File: src/rtl/lbd_pkg.sv
`default_nettype none
// ----------------------------------------------------------------------------
// lbd_pkg: shared types and constants for the letterbox bar detector
// Field widths, register indexes and limits used by the detector logic.
// ----------------------------------------------------------------------------
package lbd_pkg;

	localparam int unsigned SUM_W   = 22;   // line sum and threshold
	localparam int unsigned CNT_W   = 13;   // line count, heights
	localparam int unsigned IDX_W   = 12;   // line indexes
	localparam int unsigned PX_W    = 10;   // sum of three colour bytes
	localparam int unsigned REG_W   = 22;   // widest config register
	localparam int unsigned RIDX_W  = 2;
	localparam int unsigned IN_W    = 24;   // s_axis_tdata width
	localparam int unsigned OUT_W   = 56;   // m_axis_tdata width

	localparam logic [CNT_W-1:0] MAX_HEIGHT = 13'd4096;
	localparam logic [SUM_W-1:0] SUM_MAX    = {SUM_W{1'b1}};
	localparam logic [IDX_W-1:0] IDX_MAX    = {IDX_W{1'b1}};

	localparam logic [RIDX_W-1:0] REG_LINE_THRESHOLD    = 2'd0;
	localparam logic [RIDX_W-1:0] REG_TOP_SCAN_LINES    = 2'd1;
	localparam logic [RIDX_W-1:0] REG_BOTTOM_SCAN_START = 2'd2;

	localparam logic [SUM_W-1:0] THRESHOLD_RST = '0;
	localparam logic [CNT_W-1:0] TOP_SCAN_RST  = 13'd4096;
	localparam logic [IDX_W-1:0] BOT_START_RST = '0;

	typedef struct packed {
		logic             crop_needed;
		logic [CNT_W-1:0] cropped_height;
		logic [CNT_W-1:0] frame_height;
		logic [IDX_W-1:0] bottom_line;
		logic [IDX_W-1:0] top_line;
	} result_t;

endpackage
`default_nettype wire

File: src/rtl/letterbox_bar_detector.sv
`default_nettype none
// ----------------------------------------------------------------------------
// letterbox_bar_detector: finds the top and bottom picture lines of a frame
// Sums each line of a raster pixel stream, tracks the first and last
// non-black lines and reports the crop window on the frame's last pixel.
// ----------------------------------------------------------------------------
// A frame's result passes from the input register to the output register,
// which takes it once any earlier result there has been accepted.
// One pixel per cycle, but a frame's last pixel stalls the input while the
// output register is still full; the output register frees the input side.
// Reset clears all frame state and loads register defaults (threshold 0,
// top scan 4096 lines, bottom scan start 0). Frame state clears after each result.
module letterbox_bar_detector (
	input  wire                        clk,
	input  wire                        arst_n,
	// configuration writes
	input  wire                        cfg_wr_en,
	input  wire [lbd_pkg::RIDX_W-1:0]  cfg_index,
	input  wire [lbd_pkg::REG_W-1:0]   cfg_data,
	// pixel stream
	input  wire                        s_axis_tvalid,
	output logic                       s_axis_tready,
	input  wire [lbd_pkg::IN_W-1:0]    s_axis_tdata,   // chan_a, chan_b, chan_c
	input  wire                        s_axis_tlast,   // end_of_frame
	input  wire                        s_axis_tuser,   // end_of_line
	// frame result
	output logic                       m_axis_tvalid,
	input  wire                        m_axis_tready,
	output logic [lbd_pkg::OUT_W-1:0]  m_axis_tdata    // top_line, bottom_line,
	                                                    // frame_height,
	                                                    // cropped_height,
	                                                    // crop_needed, zero pad
);
	import lbd_pkg::*;

	// configuration registers
	logic [SUM_W-1:0] threshold_q;
	logic [CNT_W-1:0] top_scan_q;
	logic [IDX_W-1:0] bot_start_q;

	// input stage
	logic             valid_s1;
	logic [PX_W-1:0]  px_s1;
	logic             eol_s1;
	logic             eof_s1;

	// frame state
	logic [SUM_W-1:0] line_sum_q;
	logic [CNT_W-1:0] line_count_q;
	logic             top_found_q;
	logic [IDX_W-1:0] top_index_q;
	logic             bot_found_q;
	logic [IDX_W-1:0] bot_index_q;

	// output register
	logic             out_valid_q;
	result_t          out_q;

	logic             advance;
	logic             in_fire;
	logic [SUM_W:0]   sum_wide;
	logic [SUM_W-1:0] sum_sat;
	logic             line_end;
	logic             line_used;
	logic             lit;
	logic [CNT_W-1:0] tsl;
	logic             top_hit;
	logic             bot_hit;
	logic [CNT_W-1:0] count_nx;
	logic             top_found_nx;
	logic [IDX_W-1:0] top_index_nx;
	logic             bot_found_nx;
	logic [IDX_W-1:0] bot_index_nx;
	logic [CNT_W-1:0] lim;
	logic [IDX_W-1:0] top_res;
	logic [IDX_W-1:0] bot_res;
	logic [CNT_W-1:0] cropped;
	result_t          res;

	assign advance       = valid_s1 && (!eof_s1 || !out_valid_q || m_axis_tready);
	assign s_axis_tready = !valid_s1 || advance;
	assign in_fire       = s_axis_tvalid && s_axis_tready;

	always_ff @(posedge clk or negedge arst_n) begin
		if (!arst_n) begin
			threshold_q <= THRESHOLD_RST;
			top_scan_q  <= TOP_SCAN_RST;
			bot_start_q <= BOT_START_RST;
		end else if (cfg_wr_en) begin
			case (cfg_index)
				REG_LINE_THRESHOLD:    threshold_q <= cfg_data[SUM_W-1:0];
				REG_TOP_SCAN_LINES:    top_scan_q  <= cfg_data[CNT_W-1:0];
				REG_BOTTOM_SCAN_START: bot_start_q <= cfg_data[IDX_W-1:0];
				default: ;
			endcase
		end
	end

	always_ff @(posedge clk or negedge arst_n) begin
		if (!arst_n) begin
			valid_s1 <= 1'b0;
		end else if (s_axis_tready) begin
			valid_s1 <= s_axis_tvalid;
		end
	end

	always_ff @(posedge clk) begin
		if (in_fire) begin
			px_s1  <= PX_W'(s_axis_tdata[7:0]) + PX_W'(s_axis_tdata[15:8])
			        + PX_W'(s_axis_tdata[23:16]);
			eol_s1 <= s_axis_tuser;
			eof_s1 <= s_axis_tlast;
		end
	end

	// line update
	always_comb begin
		sum_wide  = {1'b0, line_sum_q} + (SUM_W+1)'(px_s1);
		sum_sat   = sum_wide[SUM_W] ? SUM_MAX : sum_wide[SUM_W-1:0];
		line_end  = eol_s1 || eof_s1;
		line_used = line_end && (line_count_q < MAX_HEIGHT);
		lit       = sum_sat >= threshold_q;
		tsl       = (top_scan_q == '0) ? CNT_W'(1) : top_scan_q;
		top_hit   = line_used && lit && !top_found_q && (line_count_q < tsl);
		bot_hit   = line_used && lit && (line_count_q > CNT_W'(bot_start_q));

		count_nx     = line_used ? line_count_q + CNT_W'(1) : line_count_q;
		top_found_nx = top_found_q || top_hit;
		top_index_nx = top_hit ? line_count_q[IDX_W-1:0] : top_index_q;
		bot_found_nx = bot_found_q || bot_hit;
		bot_index_nx = bot_hit ? line_count_q[IDX_W-1:0] : bot_index_q;
	end

	// frame result from the updated state
	always_comb begin
		lim = (tsl < count_nx) ? tsl : count_nx;
		if (top_found_nx) begin
			top_res = top_index_nx;
		end else if (lim == '0) begin
			top_res = '0;
		end else begin
			top_res = IDX_W'(lim - CNT_W'(1));
		end
		if (bot_found_nx) begin
			bot_res = bot_index_nx;
		end else if (bot_start_q == IDX_MAX) begin
			bot_res = IDX_MAX;
		end else begin
			bot_res = bot_start_q + IDX_W'(1);
		end
		cropped = (bot_res >= top_res)
		        ? CNT_W'(bot_res) - CNT_W'(top_res) + CNT_W'(1) : '0;

		res.top_line       = top_res;
		res.bottom_line    = bot_res;
		res.frame_height   = count_nx;
		res.cropped_height = cropped;
		res.crop_needed    = cropped != count_nx;
	end

	always_ff @(posedge clk or negedge arst_n) begin
		if (!arst_n) begin
			line_sum_q   <= '0;
			line_count_q <= '0;
			top_found_q  <= 1'b0;
			top_index_q  <= '0;
			bot_found_q  <= 1'b0;
			bot_index_q  <= '0;
		end else if (advance) begin
			if (eof_s1) begin
				// drop frame state once the result is captured
				line_sum_q   <= '0;
				line_count_q <= '0;
				top_found_q  <= 1'b0;
				top_index_q  <= '0;
				bot_found_q  <= 1'b0;
				bot_index_q  <= '0;
			end else begin
				line_sum_q   <= line_end ? '0 : sum_sat;
				line_count_q <= count_nx;
				top_found_q  <= top_found_nx;
				top_index_q  <= top_index_nx;
				bot_found_q  <= bot_found_nx;
				bot_index_q  <= bot_index_nx;
			end
		end
	end

	always_ff @(posedge clk or negedge arst_n) begin
		if (!arst_n) begin
			out_valid_q <= 1'b0;
		end else if (advance && eof_s1) begin
			out_valid_q <= 1'b1;
		end else if (m_axis_tready) begin
			out_valid_q <= 1'b0;
		end
	end

	always_ff @(posedge clk) begin
		if (advance && eof_s1) begin
			out_q <= res;
		end
	end

	assign m_axis_tvalid = out_valid_q;
	assign m_axis_tdata  = {(OUT_W-$bits(result_t))'(0), out_q};

endmodule
`default_nettype wire

File: config.mk
export PLATFORM = sky130hd
export DESIGN_NAME = letterbox_bar_detector
export DESIGN_NICKNAME = d
export VERILOG_FILES = /design/src/rtl/lbd_pkg.sv /design/src/rtl/letterbox_bar_detector.sv
export SDC_FILE = /design/constraint.sdc
export NUM_CORES = 1
export LEC_CHECK = 0
export ABC_CLOCK_PERIOD_IN_PS = 9800
export BUFFER_PORTS_ARGS = -buffer_cell sky130_fd_sc_hd__buf_2
export CAP_MARGIN = 20
export CORE_ASPECT_RATIO = 1.1
export CORE_MARGIN = 5
export CORE_UTILIZATION = 30
export CTS_BUF_LIST = sky130_fd_sc_hd__clkbuf_2
export DETAILED_ROUTE_END_ITERATION = 10
export PLACE_DENSITY = 0.48
export SYNTH_ARGS = -nofsm -noshare
export SYNTH_HDL_FRONTEND = slang
export SYNTH_SLANG_ARGS = --single-unit
File: constraint.sdc
create_clock -name clk -period 9.8 [get_ports clk]
set_clock_uncertainty 0.05 [all_clocks]
set_input_delay 0.98 -clock clk [delete_from_list [all_inputs] [get_ports clk]]
set_output_delay 0.98 -clock clk [all_outputs]
set_load 0.05 [all_outputs]
**Word-level counts from Yosys, hierarchy flattened**

Index checks and enable logic that the tools add are counted.

- Output and inout port bits: 58
- Logic and storage cells: 82
- Register bits: 173

- Reduce and logical (&&, ||, !) cells: 25
- Multiplexer cells: 20
- Eq/ne operators: 4
- $lt $le $gt $ge: 6
- Add/subtract/negate cells: 8

Operators by type and width:

| cell | count |
|---|---|
| 2-to-1 mux 12 bit | 8 |
| 2-to-1 mux 22 bit | 3 |
| 2-to-1 mux 13 bit | 5 |
| adder 13 x 1 -> 13 bit (second input constant) | 2 |
| zero test 13 bit | 2 |
| less-than comparator 13 bit | 2 |
| adder 22 x 10 -> 23 bit | 1 |
| >= comparator 22 bit | 1 |
| > comparator 13 x 12 -> 1 bit | 1 |
| less-than comparator 13 bit (second input constant) | 1 |
| inequality test 13 bit | 1 |
| subtractor 12 x 12 -> 13 bit | 1 |
| adder 12 x 1 -> 12 bit (second input constant) | 1 |
| equality test 12 bit (second input constant) | 1 |
| >= comparator 12 bit | 1 |
| subtractor 12 x 1 -> 12 bit (second input constant) | 1 |
| adder 9 x 8 -> 10 bit | 1 |
| adder 8 x 8 -> 9 bit | 1 |
| logical AND 1 bit | 8 |
| logical OR 1 bit | 6 |
| AND reduction 2 bit | 3 |
| zero test 1 bit | 4 |
| 2-to-1 mux 1 bit | 4 |
| equality test 2 x 1 -> 1 bit (second input constant) | 1 |
| 3 further kinds | 3 |

**Depth between registers and ports, before layout**

Gate-level depths: netlist of the first run.

- Depth in word-level cells: 12
- Depth in mapped cells: 34
- Depth with buffers taken out: 32

**Least setup slack after synthesis of the first run**

No wires, ideal clock.

- Kind: register -> register
- Start point: register line_count_q[1]
- End point: register out_q, in the netlist m_axis_tdata[50], data pin
- Buffers on the path: 1
- Required time: 9.481 ns
- Setup time: 0.269 ns
- Slack: 2.337 ns
- Data arrival time: 7.144 ns
- Cell stages (with the launch flop): 33
- Period minus slack after synthesis: 7.463 ns
- Cell sequence: dfrtp_1 ha_1 nand3_2 nor4_1 xnor2_1 inv_1 ha_1 nand4_1 or4_1 a31o_2 nand2_1 buf_2 nand2_1 o21ai_0 ha_1 nand3_1 or4b_2 o41ai_4 or4_1 and2_1 ha_1 inv_1 ha_1 inv_1 fa_1 nand2b_1 a21oi_1 xor2_1 xor2_1 or3_1 a21o_1 a211oi_1 nand4_1

RTL lines:

| item | RTL line | source |
|---|---|---|
| start: declaration | letterbox_bar_detector.sv:49 | `logic [CNT_W-1:0] line_count_q;` |
| start signal: assignment | letterbox_bar_detector.sv:180 | `line_count_q <= count_nx;` |
| end signal: assignment | letterbox_bar_detector.sv:201 | `out_q <= res;` |
| end: declaration | letterbox_bar_detector.sv:57 | `result_t out_q;` |

==> run_results.csv, run 1 <==
group,metric,value,unit
floorplanning,fp.dieW,202,um
logic_synthesis,synth_top_family_by_area,"compound AO/OA/AOI/OAI gates",
detailed_routing,wire_per_inst,19.4,um
grt,grt_pass1_wl,56700,um
logic_synthesis,yosys.area_share.simple,0.155,
critical_path,cpPeakStageDelay,0.99,ns
grt,grt_max_degree,64,
floorplanning,core,0.0402,mm2
timing,max_slew_margin,0.240,
final_layout,drive_gt1_frac,0.158,
clock_network,post_cts_buffers,0,
floorplanning,dieHeight,221,um
critical_path,cp.required,10.34,ns
grt,grt_pass1_vias,9772,
logic_synthesis,synth.avg_cell_area,9.60,um2
clock_network,cts_tree,"done",
logic_synthesis,synth-warning-count,0,
timing,setup_viol_count_final,0,
final_layout,areaGrowthSynthToFinish,10.9,%
critical_path,crit_fanout,17,
timing,finalMaxSlewViolations,0,
floorplanning,rows,77,
logic_synthesis,syn-instance-count,1269,
critical_path,slowest_stage,"a2111oi_0",
critical_path,endpoint_kind,"flop",
logic_synthesis,synth_top_flop_cell,"dfrtp_1",
critical_path,critPathLaunchType,"flop",
timing,hold_viol,0,
logic_synthesis,ys_seq_area_frac,0.381,
timing,worst_pin_slew,1.11,ns
clock_network,cts_root_buffer,"clkbuf_2",
hold_path,worstHoldPathType,"input pin to async pin",
logic_synthesis,synth_area_leaders,"dfrtp_1 (22%), edfxtp_1 (16%), ha_1 (10%), xnor2_1 (3.5%), inv_1 (3.3%)",
pwr,p_per_area,252,mW/mm2
final_layout,final_cell_mix,"dfrtp_1 (109), inv_1 (106), buf_2 (106), nand2_1 (103), ha_1 (102)",
detailed_routing,drt-initial-drc-count,678,
final_layout,fin_nets,1524,
critical_path,path_class,"flop to flop",
floorplanning,dieArea,0.0447,mm2
place,gp_congestion,0.900,
floorplanning,io_pins,113,
flow_run,drv_cap,0,
detailed_routing,via_per_inst,5.25,
final_layout,final_cells,1879,
grt,antenna_found_initial,2,
detailed_routing,vias,9867,
logic_synthesis,synth_edf_count,63,
grt,overflow,0,
timing,holdWs,0.0965,ns
pwr,leakage,0.00607,uW
clock_network,clk_pin_slew_worst_paths,0.28,ns
timing,fin_setup_tns,0,ns
timing,period_share,0.900,
logic_synthesis,async_flop_share,0.636,
detailed_routing,drcViolationCount,0,
logic_synthesis,synthAdderAreaFrac,0.131,
grt,grt_util_all_layers,0.161,
pwr,peakVddDrop,0.134,mV
logic_synthesis,synth.distinct_cells,78,
final_layout,utilization,0.336,
timing,max_freq,113,MHz
clock_network,cts_buffer_depth,2,
logic_synthesis,yosys_register_bits,173,
place,dpl.hpwl,27900,um
clock_network,cts_resized,0,
place,dp_cells,1845,
clock_network,clk-insertion-delay-late,0.85,ns
clock_network,htree_levels,4,
critical_path,path_common_cell,"ha_1",
floorplanning,initial_utilization,0.303,
final_layout,fill_cells,4168,
logic_synthesis,syn_area,0.0122,mm2
detailed_routing,routed_wl,36500,um
clock_network,numCtsBuffers,17,
timing,period_minus_slack,8.82,ns
logic_synthesis,synth_mux_area_frac,0.0426,
outcome,outcome,"finished, final reports clean",
pwr,p_total,3400,uW
place,numPortBuffers,107,
logic_synthesis,synth_top_area_share,0.224,
detailed_routing,ant_nets,0,
final_layout,final_common_cell,"dfrtp_1",
critical_path,arrival,9.36,ns
timing,rsz0062_at_grt,"no",
clock_network,hold_buffers,0,
detailed_routing,drtPass1Iterations,6,
logic_synthesis,yosys.area_share.xor_xnor,0.0474,
logic_synthesis,synth_top_area_cell,"dfrtp_1",
logic_synthesis,synth-compound-area-share,0.184,
critical_path,ff2ff_setup_slack,0.98,ns
clock_network,clock-sinks,173,
-- per-layer routing --
metal	GRT usage	wire (um)	part of all wire	up-vias
li1	-	-	-	4736
met1	0.209	16100	0.44	4798
met2	0.273	17700	0.48	280
met3	0.0287	1650	0.045	53
met4	0.0530	1050	0.029	0
met5	0	0	0	-
-- final cells by class --
cell class | count | area, um2 | share of cell area
inverters | 107 | 402 | 0.0297
well taps | 513 | 642 | 0.0475
diodes | 2 | 5.00 | 0.000371
repair buffers | 128 | 696 | 0.0515
multi-input cells | 924 | 6860 | 0.508
flip-flops and latches | 173 | 4650 | 0.344
clock buffers | 18 | 90.1 | 0.00667
clock inverters | 14 | 164 | 0.0121
-- critical path: cells and delay by family (launching register included) --
kind	cells	cell delay, ns
buffers and inverters	2	0.50
AOI/OAI and AO/OA	10	3.03
DFF	1	0.61
xor gates and xnor gates	2	0.50
and+or+nand+nor	9	2.33
adders and majority gates	4	1.53
-- state kept, by name, indices dropped and copies added (netlist names) --
| name | count |
|---|---|
| eof_s1 | 1 |
| threshold_q | 22 |
| m_axis_tdata | 51 |
| px_s1 | 10 |
| m_axis_tvalid | 1 |
| line_count_q | 13 |
| top_index_q | 12 |
| top_scan_q | 13 |
| bot_index_q | 12 |
| valid_s1 | 1 |
| top_found_q | 1 |
| eol_s1 | 1 |
| bot_start_q | 12 |
| line_sum_q | 22 |
| bot_found_q | 1 |
-- synth_stat cells, drive strengths merged, types with 14 or more instances --
master,instances
nand3,20
xnor2,48
nand3b,23
ha,102
a211oi,18
nor4,14
nand4,19
buf,22
xor2,18
nor2,58
nand2b,23
mux2,31
clkbuf,47
nor3,23
a21oi,63
inv,107
nand2,105
o211ai,14
fa,16
mux2i,17
dfrtp,109
nor2b,17
o21ai,64
edfxtp,63
a21o,51
-- stage by stage --
step / instance area, um2 / setup slack (ns)
floorplan: 12200 / 2.34
global placement: 13200 / 1.32
detailed placement: 13200 / 1.10
CTS: 13500 / 1.06
global route: 13500 / 0.518
finish: 13500 / 0.984
-- worst paths after layout --
| kind | startpoint | cells after the start | to |
|---|---|---|---|
| worst max-delay path | line_count_q[1] | 27 | m_axis_tdata[50] |
| worst min-delay path | arst_n | 1 | bot_index_q[11] |
| worst max register to register | line_count_q[1] | 27 | m_axis_tdata[50] |
| worst min register to register | bot_index_q[10] | 1 | bot_index_q[10] |
| max in group asynchronous | arst_n | 2 | threshold_q[1] |
| min in group clk | s_axis_tuser | 1 | eol_s1 |
-- logic make-up after synthesis --
family | count (synthesis)
adder cells (fa/ha/maj) | 118
flip-flops | 173
multiplexers | 48
AO/OA/AOI/OAI | 326
XOR/XNOR | 66
other | 1
buffers and inverters | 176
AND/OR/NAND/NOR | 361
-- where the power goes --
| group | leakage (uW) | internal [uW] | switching, uW |
|---|---|---|---|
| combinational | 0.00391 | 742 | 1190 |
| sequential | 0.00201 | 929 | 112 |
| clock | 0.000153 | 145 | 284 |
| total | 0.00607 | 1810 | 1590 |
No activity file was read; power rests on OpenSTA's default activity.
==> run 2, diff against run 1 <==
- CTS_BUF_LIST: sky130_fd_sc_hd__clkbuf_2 -> default
==> run_results.csv, run 2 (synthesis results as in run 1) <==
group,metric,value,unit
grt,grt_max_degree,64,
pwr,peakVddDrop,0.137,mV
grt,grt_pass1_vias,9773,
clock_network,cts_buffer_depth,2,
floorplanning,initial_utilization,0.303,
clock_network,cts_root_buffer,"clkbuf_16",
clock_network,cts_tree,"done",
detailed_routing,vias,9839,
pwr,leakage,0.00622,uW
grt,antenna_found_initial,0,
grt,grt_pass1_wl,56900,um
timing,fin_setup_tns,0,ns
clock_network,clock-sinks,173,
timing,setup_viol_count_final,0,
clock_network,hold_buffers,0,
place,numPortBuffers,107,
hold_path,worstHoldPathType,"flop to flop",
final_layout,insertedDiodeCount,0,
critical_path,critPathLaunchType,"flop",
critical_path,endpoint_kind,"flop",
timing,final.setup.worst_slack,0.894,ns
final_layout,drive_gt1_frac,0.159,
clock_network,numCtsBuffers,17,
timing,hold_viol,0,
floorplanning,io_pins,113,
final_layout,areaGrowthSynthToFinish,13.8,%
timing,rsz0062_at_grt,"no",
flow_run,drv_cap,0,
clock_network,clk_pin_slew_worst_paths,0.07,ns
critical_path,path_class,"flop to flop",
floorplanning,dieArea,0.0447,mm2
final_layout,fin_nets,1524,
final_layout,final_common_cell,"dfrtp_1",
clock_network,clk-insertion-delay-late,0.46,ns
timing,worst_pin_slew,1.18,ns
critical_path,cp.required,9.94,ns
outcome,outcome,"finished, final reports clean",
floorplanning,dieHeight,221,um
timing,period_share,0.909,
clock_network,post_cts_buffers,0,
floorplanning,rows,77,
critical_path,crit_fanout,17,
timing,period_minus_slack,8.91,ns
timing,finalMaxSlewViolations,0,
detailed_routing,routed_wl,36600,um
place,gp_congestion,0.900,
detailed_routing,ant_nets,0,
final_layout,final_cell_mix,"dfrtp_1 (109), inv_1 (106), buf_2 (106), nand2_1 (103), ha_1 (102)",
detailed_routing,drt-initial-drc-count,655,
final_layout,largest_reg_flops,51,
detailed_routing,via_per_inst,5.24,
detailed_routing,wire_per_inst,19.5,um
place,post-place-ws,1.10,ns
detailed_routing,drtPass1Iterations,7,
grt,overflow,0,
detailed_routing,drcViolationCount,0,
floorplanning,core,0.0402,mm2
clock_network,cts_resized,0,
clock_network,htree_levels,4,
grt,grt_util_all_layers,0.162,
timing,max_freq,112,MHz
place,dpl.hpwl,27900,um
pwr,p_per_area,267,mW/mm2
floorplanning,fp.dieW,202,um
critical_path,arrival,9.05,ns
timing,max_slew_margin,0.196,
[run 2: routing by layer]
layer  vias up  share of wire  wire length [um]  global-route usage
met4         0          0.030              1100              0.0565
met1      4765           0.44             16100               0.208
li1       4739              -                 -                   -
met3        56          0.044              1610              0.0296
met2       279           0.49             17700               0.274
met5         -              0                 0                   0
[run 2: final timing paths]
path                                  from               end  slack, ns  depth (start not counted)
max reg2reg                line_count_q[1]  m_axis_tdata[50]       0.89                         27
max in group asynchronous           arst_n    threshold_q[1]       7.84                          2
min reg2reg                 bot_index_q[7]    bot_index_q[7]       0.46                          1
min                         bot_index_q[7]    bot_index_q[7]       0.46                          1
max                        line_count_q[1]  m_axis_tdata[50]       0.89                         27
min in group asynchronous           arst_n     m_axis_tvalid       0.51                          1
[run 2: through the flow]
stage                     std cells  hold WS (ns)  power (uW)  area [um2]  utilization
after floorplan                1273         0.404        2450       12200            -
after global placement         1845         0.423        2970       13200        0.330
after detailed placement       1845         0.443        2980       13200        0.330
after CTS                      1877         0.460        3730       13900        0.345
after global routing           1877         0.477        3960       13900        0.345
final                          1877         0.459        3700       13900        0.345
[run 2: worst max-delay path: stages, from the launching register on]
cell and delay, ns:
dfrtp_1 0.55, ha_1 0.37, nand3_2 0.14, nor4_1 0.36
xnor2_1 0.31, inv_1 0.24, ha_1 0.37, nand4_1 0.12
or4_1 0.57, a31o_2 0.25, nand2_1 0.40, o21ai_0 0.17
ha_1 0.28, nand3_1 0.24, or4b_2 0.23, o41ai_4 0.13
a2111oi_0 1.04, buf_4 0.25, o22a_1 0.20, fa_1 0.51
o21bai_1 0.24, a21o_1 0.17, a211oi_1 0.60, xor2_1 0.20
a32oi_1 0.12, o32a_1 0.20, nor3_1 0.21, nand4_1 0.11
[run 2: cell type report]
type	count	area [um2]
fillers	4128	26300
multi-input cells	924	6860
flip-flops and latches	173	4650
repair buffers	128	696
well taps	513	642
clock buffers	23	520
inverters	107	402
clock inverters	9	92.6
[run 2: where the power goes]
part | switching [uW] | internal, uW | total [uW]
clock network | 317 | 405 | 722
registers | 111 | 930 | 1040
logic | 1190 | 742 | 1930
total | 1620 | 2080 | 3700
